## src/lts_pkg.sv

```systemverilog
// Shared constants, types and a helper function for the LRU tag store.
`timescale 1ns / 1ps

package lts_pkg;

  // Table geometry
  localparam int NUM_SLOTS   = 64;
  localparam int IDX_W       = $clog2(NUM_SLOTS);
  localparam int TREE_LEAVES = 1 << IDX_W;
  localparam int TREE_LEVELS = IDX_W;
  localparam int CNT_W       = $clog2(TREE_LEVELS + 1);

  // Field widths
  localparam int REQ_W      = 3;
  localparam int KEY_W      = 64;
  localparam int HANDLE_W   = 32;
  localparam int TIME_W     = 32;
  localparam int SLOT_IDX_W = 6;

  // Request codes
  typedef enum logic [REQ_W-1:0] {
    REQ_GET     = 3'd0,
    REQ_PEEK    = 3'd1,
    REQ_INSERT  = 3'd2,
    REQ_RELEASE = 3'd3,
    REQ_CLEAR   = 3'd4
  } req_e;

  // Controller states
  typedef enum logic [2:0] {
    ST_IDLE,
    ST_LOOKUP,
    ST_VICTIM,
    ST_READ,
    ST_COMMIT
  } state_e;

  // Commands from controller to datapath
  typedef struct packed {
    logic load_req;
    logic lookup;
    logic read;
    logic commit;
  } ctrl_cmd_t;

  // Status from datapath to controller
  typedef struct packed {
    logic is_insert;
    logic victim_ok;
  } dp_sts_t;

  // Index of the lowest set bit; isolate it with one add, then OR-encode.
  function automatic logic [IDX_W-1:0] first_set(input logic [NUM_SLOTS-1:0] vec);
    logic [NUM_SLOTS-1:0] oh;
    logic [IDX_W-1:0]     idx;
    oh  = vec & (~vec + NUM_SLOTS'(1));
    idx = '0;
    for (int i = 0; i < NUM_SLOTS; i++) begin
      if (oh[i]) begin
        idx = idx | IDX_W'(i);
      end
    end
    return idx;
  endfunction

endpackage

```

## src/lts_ctrl.sv

```systemverilog
// Controller: request sequencing state machine and result valid flag.
`timescale 1ns / 1ps

module lts_ctrl (
  input  logic               clk_i,
  input  logic               rst_ni,
  input  logic               in_valid_i,
  output logic               in_stall_o,
  output logic               out_valid_o,
  input  logic               out_stall_i,
  input  lts_pkg::dp_sts_t   sts_i,
  output lts_pkg::ctrl_cmd_t cmd_o
);

  import lts_pkg::*;

  state_e state_q, state_d;
  logic   out_valid_q, out_valid_d;
  logic   out_free;

  // Result register can take a new result
  assign out_free = !out_valid_q || !out_stall_i;

  // Next state
  always_comb begin
    state_d = state_q;
    case (state_q)
      ST_IDLE: begin
        if (in_valid_i) begin
          state_d = ST_LOOKUP;
        end
      end
      ST_LOOKUP: begin
        state_d = sts_i.is_insert ? ST_VICTIM : ST_READ;
      end
      ST_VICTIM: begin
        if (sts_i.victim_ok) begin
          state_d = ST_READ;
        end
      end
      ST_READ: begin
        state_d = ST_COMMIT;
      end
      ST_COMMIT: begin
        if (out_free) begin
          state_d = ST_IDLE;
        end
      end
      default: begin
        state_d = ST_IDLE;
      end
    endcase
  end

  // Outputs and commands
  always_comb begin
    cmd_o       = '0;
    in_stall_o  = 1'b1;
    out_valid_d = out_valid_q && out_stall_i;
    case (state_q)
      ST_IDLE: begin
        in_stall_o     = 1'b0;
        cmd_o.load_req = in_valid_i;
      end
      ST_LOOKUP: begin
        cmd_o.lookup = 1'b1;
      end
      ST_READ: begin
        cmd_o.read = 1'b1;
      end
      ST_COMMIT: begin
        if (out_free) begin
          cmd_o.commit = 1'b1;
          out_valid_d  = 1'b1;
        end
      end
      default: begin
      end
    endcase
  end

  always_ff @(posedge clk_i or negedge rst_ni) begin
    if (!rst_ni) begin
      state_q     <= ST_IDLE;
      out_valid_q <= 1'b0;
    end else begin
      state_q     <= state_d;
      out_valid_q <= out_valid_d;
    end
  end

  assign out_valid_o = out_valid_q;

endmodule

```

## config.mk

```make
export PLATFORM = sky130hd
export DESIGN_NAME = lts_ctrl
export DESIGN_NICKNAME = d
export VERILOG_FILES = /design/src/lts_pkg.sv /design/src/lts_ctrl.sv
export SDC_FILE = /design/constraint.sdc
export NUM_CORES = 1
export LEC_CHECK = 0
export BUFFER_PORTS_ARGS = -buffer_cell sky130_fd_sc_hd__buf_4
export CAP_MARGIN = 20
export CORE_AREA = 4 4 41 43
export CTS_CLUSTER_DIAMETER = 50
export DETAILED_ROUTE_END_ITERATION = 6
export DIE_AREA = 0 0 45 47
export PLACE_DENSITY = 0.37
export SYNTH_ARGS = -nofsm -noshare
export SYNTH_HDL_FRONTEND = slang
export SYNTH_SLANG_ARGS = --single-unit
```

## constraint.sdc

```tcl
create_clock -name clk_i -period 2.8 [get_ports clk_i]
set_clock_uncertainty 0.05 [all_clocks]
set_input_delay 0.14 -clock clk_i [delete_from_list [all_inputs] [get_ports clk_i]]
set_output_delay 0.14 -clock clk_i [all_outputs]
set_load 0.02 [all_outputs]
```

Word level (Yosys, flattened, before mapping):

Cells that the tools add are included.

* eq/ne operators: 7
* mux-type cells: 13
* reductions and logical operators: 6

Operators by type and width (number)
* $pmux W3 S5: 1
* $mux W1: 9
* $mux W3: 3
* $eq A3 B2 Y1 const B: 2
* $ne A2 B2 Y1 const B: 3
* $eq A3 B1 Y1 const B: 1
* $eq A3 B3 Y1 const B: 1
* $logic_not A3 Y1: 1
* $reduce_and A3 Y1: 1
* $logic_not A1 Y1: 2
* $logic_and A1 B1 Y1: 1
* $logic_or A1 B1 Y1: 1

* flip-flop bits (word level): 4
* input bits: 6
* output and inout port bits: 6
* logic and storage cells: 28

Depth between registers and ports, before layout:

Gate-level depths: netlist (run 1).

* depth in word-level cells: 4
* mapped depth: 3
* depth with buffers taken out: 2

Worst setup path before layout (run 1):

Ideal clock, no wire load.

* path kind: reg-to-output
* start point: register state_q[1]
* end point: output port cmd_o[3] (netlist name)
* arrival: 1.228 ns
* required time: 2.610 ns
* setup slack: 1.382 ns
* stages on the path, launching flop included: 3
* path buffers: 1
* path through: dfrtp_1 > buf_2 > nor4b_1

RTL lines
* start: declaration: line lts_ctrl.sv:17 `state_e state_q, state_d;`
* start signal: assignment: line lts_ctrl.sv:87 `state_q <= state_d;`
* end: declaration: line lts_ctrl.sv:12 `output lts_pkg::ctrl_cmd_t cmd_o`

==> results of run 1 <==
[state kept, by name, indices dropped and copies added (netlist names)]
name         count
state_q          3
out_valid_o      1
[how the worst max path moves through the flow]
stage               startpoint  endpoint  slack (ps)  cells past startpoint
floorplan           state_q[1]  cmd_o[3]        1380                      2
CTS                 state_q[1]  cmd_o[0]        1220                      3
detailed placement  state_q[1]  cmd_o[0]        1470                      3
global placement    state_q[1]  cmd_o[0]        1480                      3
finish              state_q[0]  cmd_o[0]        1240                      3
global route        state_q[1]  cmd_o[0]        1160                      3
[worst max-delay path, cell delays in order, from the launching register on]
cell     delay (ps)
dfrtp_1         440
or3b_4          450
a21oi_2         110
buf_4           140
[routing by layer]
metal  vias to the layer above  GRT usage [%]  wire (um)
met1                        82          5.760        211
li1                         98              -          -
met2                        13          10.17        221
met4                         0          3.509          0
met5                         -              0          0
met3                         0          5.747         89
[through the flow]
stage,std cells,util (%)
final,49,26.35
after floorplan,20,-
after CTS,49,26.35
after global routing,49,26.35
after detailed placement,45,23.85
after global placement,45,23.85
[power groups by stage]
stage                clock, W  combinational, W  sequential, W
finish              0.0000703          0.000202       0.000136
global route        0.0000795          0.000219       0.000146
CTS                 0.0000738          0.000207       0.000138
detailed placement          0          0.000205       0.000139
global placement            0          0.000205       0.000137
floorplan                   0          0.000141       0.000119
[synthesized netlist by cell type]
cell / number / share of area, %
or3b_4: 1 / 5.3
nor3_1: 1 / 2.3
nor2_1: 1 / 1.8
nand2_1: 2 / 3.5
and3b_1: 1 / 4.1
inv_1: 1 / 1.8
mux2i_1: 1 / 4.7
dfrtp_1: 4 / 47
a21oi_2: 1 / 4.1
a211oi_1: 1 / 3.5
buf_2: 1 / 2.3
o21a_1: 1 / 3.5
xnor2_1: 1 / 4.1
o21bai_2: 1 / 5.3
nor4b_1: 1 / 4.1
or3_1: 1 / 2.9
[timing repair]
item	4_1_cts	5_1_grt
hold endpoints to repair	4	0
endpoints found under the setup margin	0	0
buffers inserted	0	0
hold buffers	1	0
[cell type report]
type                            instances  area [um2]
Fill cell                             159       958.4
Multi-Input combinational cell         14       105.1
Sequential cell                         4       100.1
Timing Repair Buffer                   12       92.59
Clock buffer                            3       22.52
Tap cell                               15       18.77
Inverter                                1       3.754
[logic make-up after synthesis]
| group | after synthesis |
|---|---|
| AND/OR/NAND/NOR | 8 |
| AO/OA/AOI/OAI | 4 |
| flip-flops | 4 |
| buffers and inverters | 2 |
| XOR/XNOR | 1 |
| multiplexers | 1 |
==> metrics.csv, run 1 <==
metric;value;unit
status;complete, no violations;
synth_cell_types;16;
max-cap-violations;0;
grt_overflow;0;
power_density;1190;nW/um2
holdPathEnd;out_valid_o;
worstPathRequired;2610;ps
tightest_slew;249.5;ps
synth_top_family_by_area;simple AND/OR/NAND/NOR gates;
synth_nets;26;
clockRootBuffer;clkbuf_4;
diodes;0;
swShare;41.27;%
slew_viol_final;0;
final_common_cell;buf_4;
die-area;2115;um2
hp-start;out_stall_i;
static-leakage-power;0.1712;nW
reg2reg_to;state_q[2];
drtAntennaViolNets;0;
synthMuxAreaShare;4.678;%
p_sw;0.0001684;W
area_growth;60.23;%
start_kind;flip-flop;
cts_tree;built;
drt_iter0_markers;0;
hold_violations;0;
yosys.area_share.simple;23.98;%
p_comb_share;49.5;%
post-route-cell-area;342.8;um2
maxSlewHeadroom;83.13;%
final_nets;42;
whs;105.7;ps
htree_levels;1;
hold_depth;3;
avgSynthCellArea;10.70;um2
r2r_slack;1680;ps
worstSkewPairLatency;230;ps
fin_setup_tns;0;ps
antenna_found_initial;0;
synth_compound_area_share;16.37;%
post_dp_cell_area;310.3;um2
p_seq_share;33.3;%
regToRegStartpoint;state_q[0];
drive_gt1_share;50.00;%
max-vdd-ir-drop;0.3206;mV
setup_viol;0;
layout_min_cycle_time;1564;ps
ys_seq_elements;4;
grt_max_degree;9;
grt_pass1_wl;883;um
grt_pass1_vias;204;
start_util;16.44;%
grt_usage;6.508;%
layout_setup_ws;1236;ps
synthAdderAreaFrac;0;%
rows;13;
synth_area;214.0;um2
final_cell_mix;11 x buf_4, 4 x dfrtp_1, 3 x clkbuf_4;
port_buffers;11;
preCtsSetupSlack;1471;ps
firstDrtPassIters;1;
wirelength;522;um
rsz0062_at_grt;no;
vias;193;
fp.dieH;47;um
synthCells;20;
cts_num_sinks;4;
period_share;55.86;%
vias_per_cell;3.939;
cts_resized;0;
dpl.hpwl;420.3;um
die_x;45;um
critical_path.endpoint_type;output port;
min_path_type;input port to flip-flop;
drc;0;
ioPinCount;12;
gp_congestion;0.6786;
path_class;flip-flop to output port;
clockPowerShare;17.2;%
crit_fanout;7;
max_freq;0.6393;GHz
reg2reg_depth;2;
cts_buffer_depth;2;
wire_per_inst;10.65;um
synth-xor-area-share;4.094;%
p_int;0.0002397;W
numCtsBuffers;3;
ys_warn_count;0;
ys_seq_area_share;46.78;%
cp.arrival;1370;ps
fin_total_pwr;0.0004081;W
core-area;1301;um2
clk_pin_slew_worst_paths;40;ps
Power figures use the tool's default switching activity.
==> run 2, diff against run 1 <==
--- a/config.mk
+++ b/config.mk
@@ -11,7 +11,7 @@
 export CTS_CLUSTER_DIAMETER = 50
 export DETAILED_ROUTE_END_ITERATION = 6
 export DIE_AREA = 0 0 45 47
-export PLACE_DENSITY = 0.37
+export PLACE_DENSITY = 0.39
 export SYNTH_ARGS = -nofsm -noshare
 export SYNTH_HDL_FRONTEND = slang
 export SYNTH_SLANG_ARGS = --single-unit
==> constraint.sdc (replaced) <==
create_clock -name clk_i -period 1.3 [get_ports clk_i]
set_clock_uncertainty 0.05 [all_clocks]
set_input_delay 0.065 -clock clk_i [delete_from_list [all_inputs] [get_ports clk_i]]
set_output_delay 0.065 -clock clk_i [all_outputs]
set_load 0.02 [all_outputs]
==> metrics.csv, run 2 (synthesis gave the netlist of run 1 again) <==
metric;value;unit;change
violations;setup timing;;
crit_path_end;in_stall_o;;
rsz0062_at_grt;yes;;
static-leakage-power;0.2016;nW;+18%
met1Wirelength;247;um;+17%
worstPathRequired;1190;ps;-1420 ps
area_growth;90.06;%;
numCtsBuffers;3;;unchanged
cp.arrival;1260;ps;-110 ps
regToRegStartpoint;state_q[2];;
gp_congestion;0.6490;;-4.4%
wire_per_inst;11.02;um;+3.4%
period_share;105.8;%;
wirelength;584;um;+12%
cts_buffer_depth;2;;unchanged
layout_setup_ws;-75.55;ps;-1311 ps
final_nets;46;;+9.5%
grt_pass1_wl;903;um;+2.3%
grt_max_degree;8;;-1
r2r_slack;170;ps;-1510 ps
dpl.hpwl;435.7;um;+3.7%
whs;35.63;ps;-70.09 ps
cts_num_sinks;4;;unchanged
critical_path.endpoint_type;output port;;
die-area;2115;um2;unchanged
maxSlewHeadroom;87.23;%;+4.1 points
post_dp_cell_area;339.1;um2;+9.3%
crit_fanout;6;;-1
final_cell_mix;13 x buf_4, 4 x dfrtp_1, 3 x clkbuf_4;;
core-area;1301;um2;unchanged
htree_levels;1;;unchanged
max-cap-violations;0;;unchanged
antenna_found_initial;0;;unchanged
diodes;0;;unchanged
rows;13;;unchanged
reg2reg_to;state_q[2];;
tightest_slew;190.4;ps;-59.13 ps
clk_pin_slew_worst_paths;40;ps;about the same
worstSkewPairLatency;240;ps;about the same
drtAntennaViolNets;0;;unchanged
vias;221;;+15%
grt_overflow;0;;unchanged
start_util;16.44;%;unchanged
drt_iter0_markers;2;;+2
path_class;flip-flop to output port;;
max_freq;0.7270;GHz;
cts_tree;built;;
post-route-cell-area;406.6;um2;+19%
firstDrtPassIters;2;;+1
setup_viol;3;;+3
clockRootBuffer;clkbuf_4;;
fp.dieH;47;um;unchanged
drc;0;;unchanged
largest_register_ffs;3;;unchanged
layout_min_cycle_time;1376;ps;
ioPinCount;12;;unchanged
power_density;2621;nW/um2;+120%
dr.max_layer_used;met3;;
port_buffers;11;;unchanged
wl_met2;239;um;+8.1%
top_register;state_q;;
hold_violations;0;;unchanged
reg2reg_depth;3;;+1
status;finished with violations;;
max-vdd-ir-drop;0.8804;mV;+170%
start_kind;flip-flop;;
die_x;45;um;unchanged
final_common_cell;buf_4;;
fillers;148;;-6.9%
min_path_type;input port to flip-flop;;
drive_gt1_share;60.53;%;+11 points
vias_per_cell;4.170;;+5.9%
grt_pass1_vias;216;;+5.9%
slew_viol_final;0;;unchanged
grt_usage;6.661;%;+0.15 points
crit_path_start;state_q[0];;
wl_met3;97;um;+9.0%
## run 2: cell count changes in the layout (fill, tap and decap cells not counted)
| cell | previous run | this run |
|---|---|---|
| buf_4 | 11 | 13 |
| nor3_1 | 1 | 0 |
| nor4b_1 | 1 | 0 |
| nor3_4 | 0 | 1 |
| nor4b_4 | 0 | 1 |
| buf_6 | 0 | 2 |
## run 2: repair_timing
| action | 4_1_cts | 5_1_grt |
|---|---|---|
| setup buffers | 0 | 1 |
| hold buffers | 1 | 0 |
| hold endpoints to repair | 4 | 0 |
| setup endpoints to repair | 3 | 4 |
| resized for setup | 1 | 4 |
| pin swaps | 1 | 0 |
## run 2: worst max-delay path, stage by stage, from the launching register on
cell and delay (ps):
dfrtp_1 370, buf_4 160, or3_1 360, buf_6 140
## run 2: how the worst min path moves through the flow
stage / startpoint / end / slack [ps] / cells past startpoint
floorplan: rst_ni / out_valid_o / -280 / 0
global placement: rst_ni / out_valid_o / -190 / 1
detailed placement: rst_ni / state_q[1] / -190 / 1
CTS: out_stall_i / out_valid_o / 30 / 3
global route: out_stall_i / out_valid_o / 40 / 3
finish: out_stall_i / out_valid_o / 40 / 3
## run 2: final cells by class
cell class	count	area [um2]	area share [%]
well taps	15	18.77	4.615
repair buffers	16	130.1	32.00
multi-input cells	14	131.4	32.31
flip-flops and latches	4	100.1	24.62
clock buffers	3	22.52	5.538
inverters	1	3.754	0.9231
## run 2: where the power goes
group	total [W]	leakage [nW]	switching, W	internal [W]
clock	0.000156	0.0138	0.0000524	0.000103
sequential	0.000228	0.0511	0.0000414	0.000187
combinational	0.000682	0.137	0.000344	0.000338
total	0.00107	0.202	0.000438	0.000628
## run 2: routing by layer
metal	track usage [%]	vias up
met5	0	-
met1	7.586	100
met4	1.754	0
met3	6.897	0
met2	8.475	14
li1	-	107
## run 2: metrics by stage
stage	setup TNS, ps	utilization, %	cells	setup WS, ps	total power (W)
CTS	-239.6	28.85	52	-109.8	0.001015
floorplan	0	-	20	73.13	0.0005736
global route	-378.1	31.25	53	-139.7	0.001151
finish	-163.9	31.25	53	-75.55	0.001066
detailed placement	0	26.06	48	156.3	0.0008244
global placement	0	26.06	48	156.4	0.0008224
